`src/hdl/dqp_pkg.sv`:
```
`timescale 1ns / 1ps

package dqp_pkg;

  localparam logic [7:0] CharDot   = 8'h2E;
  localparam logic [7:0] CharSpace = 8'h20;
  localparam logic [7:0] CharNl    = 8'h0A;
  localparam logic [7:0] CharNul   = 8'h00;
  localparam logic [7:0] CharZero  = 8'h30;
  localparam logic [7:0] CharNine  = 8'h39;

  localparam logic StatusOk   = 1'b0;
  localparam logic StatusFail = 1'b1;

  localparam logic [1:0] LastOctet = 2'd3;
  localparam logic [1:0] MaxDigits = 2'd3;

  typedef struct packed {
    logic [7:0] char_code;
    logic       first_char;
  } dqp_in_t;

  typedef struct packed {
    logic       status;
    logic [7:0] octet_first;
    logic [7:0] octet_second;
    logic [7:0] octet_third;
    logic [7:0] octet_fourth;
  } dqp_out_t;

  typedef struct packed {
    logic     valid;
    dqp_out_t data;
  } dqp_res_t;

endpackage

```
`src/hdl/dotted_quad_ipv4_parser.sv`:
```
`timescale 1ns / 1ps
// Each result is registered in the result register or, if it is held, in the skid entry.
// One character per cycle unless stalled; each accepted one updates the parse state.
// A result register plus one skid entry let input continue while a result waits.
// Input stalls only while both the result register and the skid entry are full.
// Reset (asynchronous, active low) clears the parse state and both output entries.
module dotted_quad_ipv4_parser (
  input  logic             clk_i,
  input  logic             rst_ni,
  input  logic             in_valid_i,
  output logic             in_stall_o,
  input  dqp_pkg::dqp_in_t in_data_i,
  output logic             out_valid_o,
  input  logic             out_stall_i,
  output dqp_pkg::dqp_out_t out_data_o
);

  logic              in_acc;
  logic              pop;
  dqp_pkg::dqp_res_t res;

  logic              out_valid_q;
  dqp_pkg::dqp_out_t out_data_q;
  logic              skid_valid_q;
  dqp_pkg::dqp_out_t skid_data_q;

  assign in_acc = in_valid_i & ~skid_valid_q;
  assign pop    = out_valid_q & ~out_stall_i;

  dqp_parse u_parse (
    .clk_i     (clk_i),
    .rst_ni    (rst_ni),
    .accept_i  (in_acc),
    .in_data_i (in_data_i),
    .res_o     (res)
  );

  always_ff @(posedge clk_i or negedge rst_ni) begin
    if (!rst_ni) begin
      out_valid_q  <= 1'b0;
      skid_valid_q <= 1'b0;
    end else if (skid_valid_q) begin
      if (pop) begin
        skid_valid_q <= 1'b0;
      end
    end else if (res.valid) begin
      if (!out_valid_q || pop) begin
        out_valid_q <= 1'b1;
      end else begin
        skid_valid_q <= 1'b1;
      end
    end else if (pop) begin
      out_valid_q <= 1'b0;
    end
  end

  always_ff @(posedge clk_i) begin
    if (skid_valid_q) begin
      if (pop) begin
        out_data_q <= skid_data_q;
      end
    end else if (res.valid) begin
      if (!out_valid_q || pop) begin
        out_data_q <= res.data;
      end else begin
        skid_data_q <= res.data;
      end
    end
  end

  assign in_stall_o  = skid_valid_q;
  assign out_valid_o = out_valid_q;
  assign out_data_o  = out_data_q;

endmodule

```
`src/hdl/dqp_parse.sv`:
```
`timescale 1ns / 1ps

// Holds the per-string parse state and works out the result of one character.
module dqp_parse (
  input  logic             clk_i,
  input  logic             rst_ni,
  input  logic             accept_i,
  input  dqp_pkg::dqp_in_t in_data_i,
  output dqp_pkg::dqp_res_t res_o
);

  logic       active_q, active_d;
  logic [1:0] idx_q, idx_d;
  logic [1:0] cnt_q, cnt_d;
  logic [9:0] acc_q, acc_d;
  logic [7:0] fin_q [3];
  logic [7:0] fin_d [3];

  logic       act_e;
  logic [1:0] idx_e;
  logic [1:0] cnt_e;
  logic [9:0] acc_e;
  logic [7:0] fin_e [3];
  logic       is_digit;
  logic [3:0] digit;
  logic [7:0] ch;

  always_comb begin
    ch       = in_data_i.char_code;
    is_digit = (ch >= dqp_pkg::CharZero) && (ch <= dqp_pkg::CharNine);
    digit    = 4'(ch - dqp_pkg::CharZero);

    act_e = in_data_i.first_char | active_q;
    idx_e = in_data_i.first_char ? 2'd0 : idx_q;
    cnt_e = in_data_i.first_char ? 2'd0 : cnt_q;
    acc_e = in_data_i.first_char ? 10'd0 : acc_q;
    for (int i = 0; i < 3; i++) begin
      fin_e[i] = in_data_i.first_char ? 8'd0 : fin_q[i];
    end

    active_d = act_e;
    idx_d    = idx_e;
    cnt_d    = cnt_e;
    acc_d    = acc_e;
    fin_d    = fin_e;

    res_o                    = '0;
    res_o.data.status        = dqp_pkg::StatusFail;

    if (act_e) begin
      if (is_digit) begin
        if (cnt_e == dqp_pkg::MaxDigits) begin
          res_o.valid = 1'b1;
          active_d    = 1'b0;
        end else begin
          acc_d = 10'({acc_e, 3'b000} + {acc_e, 1'b0} + {6'd0, digit});
          cnt_d = cnt_e + 2'd1;
        end
      end else if (idx_e != dqp_pkg::LastOctet) begin
        if ((ch == dqp_pkg::CharDot) || (ch == dqp_pkg::CharNl)) begin
          fin_d[idx_e] = acc_e[7:0];
          idx_d        = idx_e + 2'd1;
          cnt_d        = 2'd0;
          acc_d        = 10'd0;
        end else begin
          res_o.valid = 1'b1;
          active_d    = 1'b0;
        end
      end else begin
        res_o.valid = 1'b1;
        active_d    = 1'b0;
        if ((ch == dqp_pkg::CharSpace) || (ch == dqp_pkg::CharNul) ||
            (ch == dqp_pkg::CharNl)) begin
          res_o.data.status       = dqp_pkg::StatusOk;
          res_o.data.octet_first  = fin_e[0];
          res_o.data.octet_second = fin_e[1];
          res_o.data.octet_third  = fin_e[2];
          res_o.data.octet_fourth = acc_e[7:0];
        end
      end
    end

    if (!accept_i) begin
      res_o.valid = 1'b0;
    end
  end

  always_ff @(posedge clk_i or negedge rst_ni) begin
    if (!rst_ni) begin
      active_q <= 1'b0;
      idx_q    <= 2'd0;
      cnt_q    <= 2'd0;
      acc_q    <= 10'd0;
      for (int i = 0; i < 3; i++) begin
        fin_q[i] <= 8'd0;
      end
    end else if (accept_i) begin
      active_q <= active_d;
      idx_q    <= idx_d;
      cnt_q    <= cnt_d;
      acc_q    <= acc_d;
      fin_q    <= fin_d;
    end
  end

endmodule

```
`config.mk`:
```
export PLATFORM = sky130hd
export DESIGN_NAME = dotted_quad_ipv4_parser
export DESIGN_NICKNAME = d
export VERILOG_FILES = /design/src/hdl/dqp_pkg.sv /design/src/hdl/dotted_quad_ipv4_parser.sv /design/src/hdl/dqp_parse.sv
export SDC_FILE = /design/constraint.sdc
export NUM_CORES = 1
export LEC_CHECK = 0
export BUFFER_PORTS_ARGS = -buffer_cell sky130_fd_sc_hd__buf_2
export CAP_MARGIN = 20
export CORE_ASPECT_RATIO = 0.6
export CORE_MARGIN = 3
export CORE_UTILIZATION = 60
export CTS_CLUSTER_SIZE = 40
export DETAILED_ROUTE_END_ITERATION = 16
export PLACE_DENSITY_LB_ADDON = 0.1
export SLEW_MARGIN = 20
export SYNTH_ARGS = -nofsm -noshare
export SYNTH_HDL_FRONTEND = slang
export SYNTH_SLANG_ARGS = --single-unit
```
`constraint.sdc`:
```
create_clock -name clk_i -period 7.2 [get_ports clk_i]
set_input_delay 1.08 -clock clk_i [delete_from_list [all_inputs] [get_ports clk_i]]
set_output_delay 1.08 -clock clk_i [all_outputs]
set_load 0.01 [all_outputs]
```
# Word level (Yosys, flattened, before mapping)
# Index checks and enable logic that the tools add are counted.
# W data, S select, Z words.
# totals
register_bits	107
in_bits	13
out_inout_bits	35
elab_cells	108
# op_classes
addsub	5
n_lt_le_gt_ge	4
n_eq_ne	7
n_mux	52
bitwise	7
n_reduce_logical	14
# op_table
cell	count
$mux W33	7
$mux W24	4
$mux W10	6
$mux W34	1
$mux W8	4
$bwmux W24	1
$mux W2	11
$mux W1	17
$demux W8 S2	1
$eq A8 B6 Y1 const B	2
$add A10 B10 Y10	1
$add A10 B4 Y10	1
$reduce_and A3 Y1	3
$eq A8 B4 Y1 const B	1
$ge A8 B6 Y1 const B	1
$le A8 B6 Y1 const B	1
$logic_not A8 Y1	1
$reduce_bool A2 Y1	3
$add A2 B1 Y2 const B	2
$logic_or A1 B1 Y1	4
$ne A2 B2 Y1 const B	2
$sub A4 B1 Y4 const B	1
$ge A3 B3 Y1 const B	1
$lt A3 B1 Y1 const B	1
8 further kinds	12

# Depth between registers and ports, before layout
# Gate-level depths: netlist of run 1.
# depth
ltp_word	11
mapped_depth	11
depth_no_buf	10

# Modules after synthesis
# Synthesis of run 1 repeated with hierarchy kept, for this count alone.
# unflattened
hier_cells	368
area_unflattened_um2	4983.5
# modules_own_cells
module	instances	cells_each	area_each_um2	seq_area_each_um2
dotted_quad_ipv4_parser	1	116	2556.2	2031.9
dqp_parse	1	252	2427.3	925.9

# Worst setup path after synthesis of run 1
# OpenSTA, ideal clock, no wires.
# synth_path
kind	input-to-reg
startpoint	input port in_data_i[0] (netlist bit)
endpoint	register out_data_q (netlist bit out_data_o[0]) (enable)
setup_time_ps	474
t_arrival_ps	5033
required_time_ps	6726
path_slack_ps	1693
stages	11
path_buffers	3
path_cell_list	clkbuf_1 nand2b_1 inv_1 ha_1 and3b_1 clkbuf_1 and3_1 buf_2 a21oi_1 nand2_1 a21boi_0
# synth_between
elab_chain_cells	8
elab_cells_between_ends	12
classes_between	2 x eq/ne; 7 x mux; 1 x bitwise; 2 x reduce/logical
# synth_rtl
element	line	text
from (decl)	dotted_quad_ipv4_parser.sv:12	input dqp_pkg::dqp_in_t in_data_i,
$mux W2 (on tied branches)	dqp_parse.sv:34, dqp_parse.sv:35	
$ne A2 B2 Y1 / $eq A2 B2 Y1 (equally long branches)	dqp_parse.sv:59, dqp_parse.sv:52	
$mux W1 (on tied branches)	dqp_parse.sv:59, dqp_parse.sv:52	
$mux W1	dqp_parse.sv:51	if (is_digit) begin
$mux W34 (*)	dqp_parse.sv:50	if (act_e) begin
$mux W1 (*)	dqp_parse.sv:83	if (!accept_i) begin
$reduce_bool A2 Y1 (no source line) (*)	n/a	
$reduce_and A3 Y1 (no source line) (*)	n/a	
to (signal assigned)	dotted_quad_ipv4_parser.sv:60	out_data_q <= skid_data_q;
to (signal assigned)	dotted_quad_ipv4_parser.sv:64	out_data_q <= res.data;
to (decl)	dotted_quad_ipv4_parser.sv:23	dqp_pkg::dqp_out_t out_data_q;
# Mark *: on every way between the ends. The rest lies on a longest branch, timed or not.
# A chain may end at the register's enable or synchronous reset.

# Worst setup path in the final report of run 1
# layout_path
startpoint	input port in_data_i[0] (netlist bit)
endpoint	register out_data_q (netlist bit out_data_o[23]) (enable)
# The elaborated chain is that of the path after synthesis.

==> results.yml, run 1 <==
status:
  status: "completed"
worst_setup_path:
  rr_startpoint: "u_parse.idx_q[0]$_DFFE_PN0P_"
  r2r_setup_slack_ps: 4450
  endpoint_kind: "flop"
  cp.required_ps: 7260
  cp_cell_sequence: "buf_2 -> nand2b_1 -> inv_1 -> ha_1 -> and3b_1 -> and3_1 -> a21oi_1 -> nand2_1 -> a21boi_4 -> buf_16"
  slowest_delay_ps: 520
  reg2reg_depth: 9
  critPathLaunchType: "input pin"
  rr_endpoint: "out_data_o[23]$_DFFE_PP_"
  cpMaxStageDelayCell: "a21boi_4"
  critPathArrivalTime_ps: 3700
  cp_max_fo: 43
  crit_type: "in2reg"
job:
  max-cap-violations: 0
yosys:
  ys_dominant_reg_cell: "edfxtp_1"
  synth-edff-count: 66
  syn_nets: 396
  synth_most_common_cell: "edfxtp_1"
  yosys-top-cells-area: "edfxtp_1, dfrtp_1, mux2_2"
  syn_area_sq_mm: 0.004957
  yosys_warnings: 0
  synth_async_sr_flop_share_pct: 37.14
  synth_area_per_cell_sq_um: 13.51
  yosys-top-cells-count: "edfxtp_1, dfrtp_1, mux2_2, nand2_1, and2_4"
  ys_seq_elements: 105
  yosysTopAreaCellShare_pct: 39.98
  yosysTopAreaCell: "edfxtp_1"
  synth_cells: 367
  yosysSeqAreaShare_pct: 59.67
  synth_cell_types: 41
route:
  m1WireLength_microns: 4422
  first_pass_iters: 6
  num_vias: 3102
  ant_nets: 0
  drtIter0Drc: 289
  wl_per_cell_microns: 18.39
  drcViolationCount: 0
  met2_length_microns: 4519
  viasPerCell: 5.977
  wl_met3_microns: 486
  drt_wl_total_microns: 9542
  highest_layer: "met4"
pwr:
  power_uw: 1668
  swShare_pct: 29.38
  combinationalPowerShare_pct: 23.4
  p_clk_share_pct: 26.8
  power.share.sequential_pct: 49.8
  power_density_mw_per_mm2: 300.2
  intPower_uw: 1178
  p_sw_uw: 489.9
  p_leak_uw: 0.002334
  ir_drop_mv: 0.2007
floorplanning:
  core-area_sq_mm: 0.007627
  die_x_microns: 123.3
  die_area_sq_mm: 0.009425
  initial_utilization_pct: 64.99
  ios: 48
  die_h_microns: 76.41
  rows: 24
sta:
  setup_tns_ps: 0
  clock.fmax_ghz: 0.2745
  rsz0062_at_grt: "no"
  slew_headroom_pct: 42.53
  slew_viol_final: 0
  clock-skew-final_ps: 6.781
  setup_viol: 0
  worstMarginPinSlew_ps: 862.0
  period_share_pct: 50.60
  period_minus_slack_ps: 3644
  hold_viol_final: 0
clock_tree:
  cts_resized: 0
  htreeDepth: 3
  cts_root_buf: "clkbuf_16"
  path_clk_slew_ps: 70
  cts_inserted_buffers: 9
  cts_buffer_depth: 2
  cts_tree: "yes"
  cts_hold_buf: 0
  cts.sink_count: 105
  clk-insertion-delay-late_ps: 350
  post-cts-setup-buffers: 0
finish:
  ff_latch_area_sq_mm: 0.002958
  diodes: 0
  syn_to_final_growth_pct: 12.06
  drive_above_1_share_pct: 34.70
  fin_cells: 519
  multi_input_area_sq_mm: 0.001894
  fill_cells: 503
  stdcell_area_sq_mm: 0.005555
  nNetsFinal: 439
global_route:
  grt_overflow: 0
  grt_max_degree: 44
  antenna_found_initial: 0
  grt_first_pass_wirelength_microns: 16190
  grt_util_all_layers_pct: 22.35
  grt_pass1_vias: 3125
min_path:
  hold_path_class: "reg2reg"
  min_to: "u_parse.cnt_q[0]$_DFFE_PN0P_"
  hp-start: "u_parse.cnt_q[0]$_DFFE_PN0P_"
  whs_path_depth: 1
placement:
  hpwl_microns: 6261
  placed_cell_area_sq_mm: 0.005259
  io_buffer_count: 47
  placedCellCount: 502
  gp_congestion: 0.8398
## cell families after synthesis
family                     synth area share, %
AOI/OAI and AO/OA                        11.86
muxes                                    7.496
adders and majority gates                4.190
DFF                                      59.67
and+or+nand+nor                          12.97
xor gates and xnor gates                 1.413
buffers and inverters                    2.398
## worst max path at each step
stage,cells after the start,to,from,slack (ps)
after global routing,10,out_data_o[23]$_DFFE_PP_,in_data_i[0],3300
final,10,out_data_o[23]$_DFFE_PP_,in_data_i[0],3560
after floorplan,11,out_data_o[0]$_DFFE_PP_,in_data_i[0],1690
after global placement,9,out_data_o[7]$_DFFE_PP_,in_data_i[0],3070
after CTS,9,out_data_o[29]$_DFFE_PP_,in_data_i[0],3240
after detailed placement,9,out_data_o[8]$_DFFE_PP_,in_data_i[0],2850
## routing by layer
layer	global-route usage, %	vias up
li1	-	1443
met1	31.25	1561
met2	34.80	85
met3	6.157	13
met4	5.635	0
met5	0	-
## worst max-delay path, delay by kind of cell
| kind | cells | cell delay [ps] |
|---|---|---|
| AOI/OAI and AO/OA | 2 | 750 |
| adders and majority gates | 1 | 150 |
| buffers and inverters | 3 | 680 |
| and+or+nand+nor | 4 | 1000 |
## through the flow
| step | util [%] | setup slack, ps | hold WS (ps) |
|---|---|---|---|
| CTS | 72.47 | 3238 | 514.6 |
| detailed placement | 68.95 | 2849 | 497.0 |
| global route | 72.83 | 3303 | 545.4 |
| floorplan | - | 1693 | 450.9 |
| global placement | 68.95 | 3067 | 473.4 |
| finish | 72.83 | 3556 | 509.1 |
## power groups by stage
stage | Clock [uW] | Sequential (uW) | Combinational, uW
after floorplan | 0 | 872 | 216
after global placement | 0 | 837 | 363
after detailed placement | 0 | 844 | 379
after CTS | 454 | 833 | 380
after global routing | 480 | 843 | 433
final | 447 | 831 | 390
## cell type report
cell class | count | share of cell area, %
well taps | 104 | 2.342
clock buffers | 9 | 4.054
multi-input cells | 238 | 34.10
repair buffers | 51 | 5.135
clock inverters | 7 | 0.7883
flip-flops and latches | 105 | 53.24
inverters | 5 | 0.3378
## registers in the layout, summed over array words and instances (netlist names)
register          flops
in_stall_o            1
out_data_o           33
out_valid_o           1
skid_data_q          33
u_parse.acc_q         8
u_parse.active_q      1
u_parse.cnt_q         2
u_parse.fin_q        24
u_parse.idx_q         2
## layout by cell type (no fill, tap or decap), types with 3 or more instances in the layout
cell / synthesis / routed
buf_2: 5 / 47
a22oi_1: 24 / 24
buf_4: 0 / 3
xnor2_1: 5 / 5
a21oi_1: 10 / 10
a22o_1: 8 / 8
nor2_4: 4 / 4
xor2_1: 3 / 3
nand4_2: 3 / 3
mux2_2: 33 / 33
nor2_1: 6 / 5
ha_1: 15 / 15
clkbuf_16: 0 / 9
inv_1: 5 / 5
dfrtp_1: 39 / 39
o21ai_0: 23 / 23
and2_4: 30 / 30
o21ai_1: 8 / 8
nor2b_1: 8 / 8
edfxtp_1: 66 / 66
nand2_1: 31 / 31
a21o_1: 4 / 4
Note: power is estimated with default switching activity, not from simulation.
==> inputs of run 2 (changes only) <==
--- a/config.mk
+++ b/config.mk
@@ -9,7 +9,7 @@
 export CAP_MARGIN = 20
 export CORE_ASPECT_RATIO = 0.6
 export CORE_MARGIN = 3
-export CORE_UTILIZATION = 60
+export CORE_UTILIZATION = 59
 export CTS_CLUSTER_SIZE = 40
 export DETAILED_ROUTE_END_ITERATION = 16
 export PLACE_DENSITY_LB_ADDON = 0.1
==> constraint.sdc (replaced) <==
create_clock -name clk_i -period 3.5 [get_ports clk_i]
set_input_delay 0.525 -clock clk_i [delete_from_list [all_inputs] [get_ports clk_i]]
set_output_delay 0.525 -clock clk_i [all_outputs]
set_load 0.01 [all_outputs]
==> run 2 against run 1 <==
  * Global-route usage decreased by 1.1 points
  * Wire length increased by 0.30%
  * Sequential power increased by 100%
  * Final area increased by 1.9%
  * Critical endpoint is now skid_data_q[1]$_DFFE_PP_
==> results.yml, run 2 (same netlist as run 1, synthesis figures left out) <==
status:
  status: "completed"
clock_tree:
  htreeDepth: 3
  cts_inserted_buffers: 9
  clk-insertion-delay-late_ps: 340
  cts.sink_count: 105
  cts_resized: 0
  path_clk_slew_ps: 70
  cts_hold_buf: 0
  cts_tree: "yes"
  cts_root_buf: "clkbuf_16"
  cts_buffer_depth: 2
  post-cts-setup-buffers: 0
worst_setup_path:
  crit_type: "in2reg"
  critPathLaunchType: "input pin"
  reg2reg_depth: 9
  cp_cell_sequence: "buf_2 -> nand2b_1 -> inv_1 -> ha_1 -> and3b_1 -> and3_1 -> a21oi_1 -> nand2_1 -> nor2_2 -> buf_12"
  cpMaxStageDelayCell: "nor2_2"
  critPathArrivalTime_ps: 2900
  cp.required_ps: 3550
  slowest_delay_ps: 610
  cp_max_fo: 21
  r2r_setup_slack_ps: 750
  rr_startpoint: "u_parse.idx_q[0]$_DFFE_PN0P_"
  endpoint_kind: "flop"
  rr_endpoint: "skid_data_q[1]$_DFFE_PP_"
placement:
  hpwl_microns: 6581
  io_buffer_count: 47
  gp_congestion: 0.7993
sta:
  clock-skew-final_ps: 7.097
  slew_headroom_pct: 41.04
  rsz0062_at_grt: "no"
  period_minus_slack_ps: 2850
  clock.fmax_ghz: 0.3509
  slew_viol_final: 0
  period_share_pct: 81.43
  hold_viol_final: 0
  setup_tns_ps: 0
  holdWs_ps: 304.8
  setup_viol: 0
  worstMarginPinSlew_ps: 884.4
finish:
  diodes: 0
  nNetsFinal: 445
  syn_to_final_growth_pct: 14.18
  drive_above_1_share_pct: 35.63
  mostFrequentLayoutCell: "edfxtp_1"
  fill_cells: 563
  mostFrequentLayoutCells: "edfxtp_1, buf_2, dfrtp_1"
global_route:
  grt_max_degree: 40
  antenna_found_initial: 0
  grt_util_all_layers_pct: 21.26
  grt_first_pass_wirelength_microns: 16020
  grt_pass1_vias: 3035
  grt_overflow: 0
pwr:
  power_density_mw_per_mm2: 628.5
  combinationalPowerShare_pct: 22.2
  power.share.sequential_pct: 47.9
  p_sw_uw: 992.8
  p_clk_share_pct: 29.9
  intPower_uw: 2565
  swShare_pct: 27.91
  ir_drop_mv: 0.3924
  p_leak_uw: 0.002383
floorplanning:
  initial_utilization_pct: 61.91
  die_area_sq_mm: 0.009574
  rows: 25
  die_x_microns: 124.3
  core-area_sq_mm: 0.008008
  ios: 48
  die_h_microns: 77
route:
  ant_nets: 0
  drtIter0Drc: 328
  met2_length_microns: 4336
  num_vias: 3071
  first_pass_iters: 5
  viasPerCell: 5.805
  wl_per_cell_microns: 18.09
  drt_wl_total_microns: 9571
  wl_met3_microns: 526
  drcViolationCount: 0
  highest_layer: "met4"
  m1WireLength_microns: 4601
job:
  max-cap-violations: 0
min_path:
  hold_path_class: "in2async"
run 2: how the worst max path moves through the flow:
stage / startpoint / to / slack [ps] / cells after the start
6_report: in_data_i[0] / skid_data_q[1]$_DFFE_PP_ / 650 / 10
5_1_grt: in_data_i[0] / skid_data_q[31]$_DFFE_PP_ / 520 / 10
3_5_place_dp: in_data_i[0] / skid_data_q[32]$_DFFE_PP_ / 330 / 10
3_3_place_gp: in_data_i[0] / skid_data_q[2]$_DFFE_PP_ / 440 / 10
2_1_floorplan: in_data_i[0] / out_data_o[0]$_DFFE_PP_ / 8 / 11
4_1_cts: in_data_i[0] / skid_data_q[5]$_DFFE_PP_ / 680 / 10
run 2: power groups by stage:
stage               registers, uW  clock network [uW]  logic (uW)
floorplan                    1780                   0         449
global placement             1720                   0         773
detailed placement           1730                   0         800
CTS                          1710                1080         806
global route                 1730                1140         870
finish                       1700                1060         789
run 2: through the flow:
step	std cells	cell area [sq um]	utilization (%)	power, uW	worst slack (ps)
2_1_floorplan	367	4964	-	2233	7.727
3_3_place_gp	513	5341	66.70	2496	439.1
3_5_place_dp	513	5341	66.70	2530	330.9
4_1_cts	529	5660	70.69	3596	682.7
5_1_grt	529	5660	70.69	3739	521.4
6_report	529	5660	70.69	3557	649.9
run 2: worst max-delay path: cells and delay by family:
kind                     cells  cell delay (ps)
AND/OR/NAND/NOR              5             1410
buffers and inverters        3              540
AO/OA/AOI/OAI                1              230
adder cells (fa/ha/maj)      1              160
run 2: final cells by class:
cell class	count	area, sq um	share of cell area (%)
sequential	105	2958	52.25
multi-input combinational	238	1894	33.47
timing repair buffer	57	335.3	5.924
clock buffer	10	229.0	4.045
tap	108	135.1	2.387
clock inverter	6	90.09	1.592
inverter	5	18.77	0.3316
run 2: per-layer routing:
metal	vias up	GRT usage (%)
met5	-	0
met4	0	5.799
met3	10	4.732
met2	94	32.49
met1	1521	31.06
li1	1446	-
==> inputs of run 3 (changes only) <==
--- a/config.mk
+++ b/config.mk
@@ -5,11 +5,12 @@
 export SDC_FILE = /design/constraint.sdc
 export NUM_CORES = 1
 export LEC_CHECK = 0
+export ABC_AREA = 1
 export BUFFER_PORTS_ARGS = -buffer_cell sky130_fd_sc_hd__buf_2
 export CAP_MARGIN = 20
 export CORE_ASPECT_RATIO = 0.6
 export CORE_MARGIN = 3
-export CORE_UTILIZATION = 59
+export CORE_UTILIZATION = 60
 export CTS_CLUSTER_SIZE = 40
 export DETAILED_ROUTE_END_ITERATION = 16
 export PLACE_DENSITY_LB_ADDON = 0.1
==> constraint.sdc (replaced) <==
create_clock -name clk_i -period 2.8 [get_ports clk_i]
set_input_delay 0.42 -clock clk_i [delete_from_list [all_inputs] [get_ports clk_i]]
set_output_delay 0.42 -clock clk_i [all_outputs]
set_load 0.01 [all_outputs]
==> run 3 against run 2 <==
  * Via count is 41% higher
  * Setup slack worse by 160 ps
  * Global-route usage is 6.2 points higher
  * Sequential power is 42% higher
  * Non-clock buffer count is 6 higher
  * Clock-buffer cell count is 1 lower
  * Clock power is 25% higher
  * Wire length is 35% higher
  * Sequential share of layout area is 3.4 points lower
  * Flip-flop and latch count stayed put
  * Hold slack worse by 74 ps
  * Power is 50% higher
  * Largest power group unchanged
==> results.yml, run 3 <==
pwr:
  ir_drop_mv: 0.5177
  p_leak_uw: 0.002689
  power_density_mw_per_mm2: 880.4
worst_setup_path:
  cp.required_ps: 3080
  reg2reg_depth: 12
  r2r_setup_slack_ps: 490
  endpoint_kind: "flop"
  crit_type: "reg2reg"
  critPathArrivalTime_ps: 2590
  critPathLaunchType: "flop"
  cp_max_fo: 6
  rr_startpoint: "u_parse.acc_q[0]$_DFFE_PN0P_"
  rr_endpoint: "u_parse.acc_q[5]$_DFFE_PN0P_"
clock_tree:
  htreeDepth: 3
  cts.sink_count: 105
  cts_tree: "yes"
  post-cts-setup-buffers: 0
  cts_root_buf: "clkbuf_16"
  cts_buffer_depth: 2
  clk-insertion-delay-late_ps: 350
  cts_hold_buf: 0
  cts_inserted_buffers: 9
  path_clk_slew_ps: 70
  cts_resized: 0
sta:
  worstMarginPinSlew_ps: 990.6
  hold_viol_final: 0
  holdWs_ps: 230.5
  slew_viol_final: 0
  rsz0062_at_grt: "no"
  clock-skew-final_ps: 4.940
  slew_headroom_pct: 33.96
  setup_viol: 0
  period_share_pct: 82.46
  setup_tns_ps: 0
  period_minus_slack_ps: 2309
  clock.fmax_ghz: 0.4331
yosys:
  synth_cells: 591
  yosys.area_share.simple_pct: 30.76
  yosys-top-cells-area: "edfxtp_1, dfrtp_1, nand2_1"
  yosysSeqAreaShare_pct: 54.87
  ys_seq_elements: 105
  synth_most_common_cell: "nand2_1"
  synth_top_family_by_area: "simple AND/OR/NAND/NOR gates"
  yosys-top-cells-count: "nand2_1, nor2_1, edfxtp_1, nor3_1, dfrtp_1"
  synthMuxAreaShare_pct: 0
  yosysTopAreaCell: "edfxtp_1"
  synth_area_per_cell_sq_um: 9.120
  synthAdderAreaFrac_pct: 3.853
  synth_cell_types: 33
  synth_compound_area_share_pct: 3.343
  synth-xor-area-share_pct: 0.8124
  syn_nets: 620
  ys_dominant_reg_cell: "edfxtp_1"
  yosys_warnings: 0
  syn_area_sq_mm: 0.005390
  synth_async_sr_flop_share_pct: 37.14
  synth-edff-count: 66
  yosysTopAreaCellShare_pct: 36.77
finish:
  diodes: 0
  syn_to_final_growth_pct: 12.30
  nNetsFinal: 665
  mostFrequentLayoutCells: "nand2_1, nor2_1, edfxtp_1"
  drive_above_1_share_pct: 17.78
  mostFrequentLayoutCell: "nand2_1"
floorplanning:
  ios: 48
  die_h_microns: 79.42
  initial_utilization_pct: 62.53
  core-area_sq_mm: 0.008621
  die_x_microns: 128.4
  die_area_sq_mm: 0.01019
  rows: 26
job:
  max-cap-violations: 0
route:
  drcViolationCount: 0
  drt_wl_total_microns: 12890
  ant_nets: 0
  viasPerCell: 5.742
  drtIter0Drc: 529
  num_vias: 4324
  wl_per_cell_microns: 17.11
  first_pass_iters: 5
global_route:
  grt_util_all_layers_pct: 27.47
  grt_overflow: 0
  grt_pass1_vias: 4126
  antenna_found_initial: 1
  grt_first_pass_wirelength_microns: 21500
  grt_max_degree: 40
placement:
  hpwl_microns: 8537
  gp_congestion: 0.9374
  io_buffer_count: 47
min_path:
  hold_path_class: "in2async"
status:
  status: "completed"
## run 3: power breakdown
part	internal (uW)	leakage [uW]	switching (uW)	total (uW)
logic	523	0.00143	1070	1600
registers	2180	0.00111	239	2420
clock network	712	0.000147	606	1320
## run 3: kinds of logic after synthesis
group	Yosys count
AOI/OAI and AO/OA	33
and+or+nand+nor	364
DFF	105
xor gates and xnor gates	5
adders and majority gates	16
buffers and inverters	68
## run 3: worst max-delay path by stage
stage / from / endpoint / slack, ps / depth (start not counted)
floorplan: in_data_i[0] / out_data_o[0]$_DFFE_PP_ / 4 / 13
global placement: in_data_i[0] / u_parse.acc_q[5]$_DFFE_PN0P_ / 270 / 14
detailed placement: in_data_i[0] / u_parse.acc_q[5]$_DFFE_PN0P_ / 230 / 13
CTS: u_parse.acc_q[0]$_DFFE_PN0P_ / u_parse.acc_q[5]$_DFFE_PN0P_ / 520 / 12
global route: u_parse.acc_q[0]$_DFFE_PN0P_ / u_parse.acc_q[7]$_DFFE_PN0P_ / 300 / 15
finish: u_parse.acc_q[0]$_DFFE_PN0P_ / u_parse.acc_q[5]$_DFFE_PN0P_ / 490 / 12
## run 3: per-layer routing
metal  share of wire (%)  track usage, %  vias up  wire length (microns)
met4                 1.1           7.521        2                    136
li1                    -               -     2061                      -
met1                  48           41.92     2062                   6127
met5                0.10               0        -                     13
met3                 8.3           5.749       16                   1074
met2                  43           39.88      183                   5534
## run 3: worst max-delay path: stages (launching register included)
cell and delay (ps):
dfrtp_1 400, nand2_1 220, xor2_1 170, inv_1 60, ha_1 180, a31o_2 210
ha_1 330, nand2_1 80, nand2_1 60, a21oi_1 160, xnor2_1 140, a21oi_1 80
a21oi_1 150
## run 3: final cells by class
| class | instances | area [sq um] |
|---|---|---|
| clock inverter | 7 | 90.09 |
| fill | 684 | 2567 |
| tap | 112 | 140.1 |
| multi-input combinational | 418 | 2108 |
| clock buffer | 9 | 225.2 |
| timing repair buffer | 63 | 380.4 |
| sequential | 105 | 2958 |
| inverter | 39 | 151.4 |
## run 3: per-stage QoR
step	util, %	power (uW)	std cells	instance area (sq um)	setup slack [ps]
6_report	70.22	5329	753	6053	491.2
4_1_cts	70.22	5347	753	6053	520.9
2_1_floorplan	-	3445	591	5424	4.239
3_5_place_dp	66.56	4031	737	5738	232.3
5_1_grt	70.22	5648	753	6053	295.8
3_3_place_gp	66.56	3988	737	5738	268.7
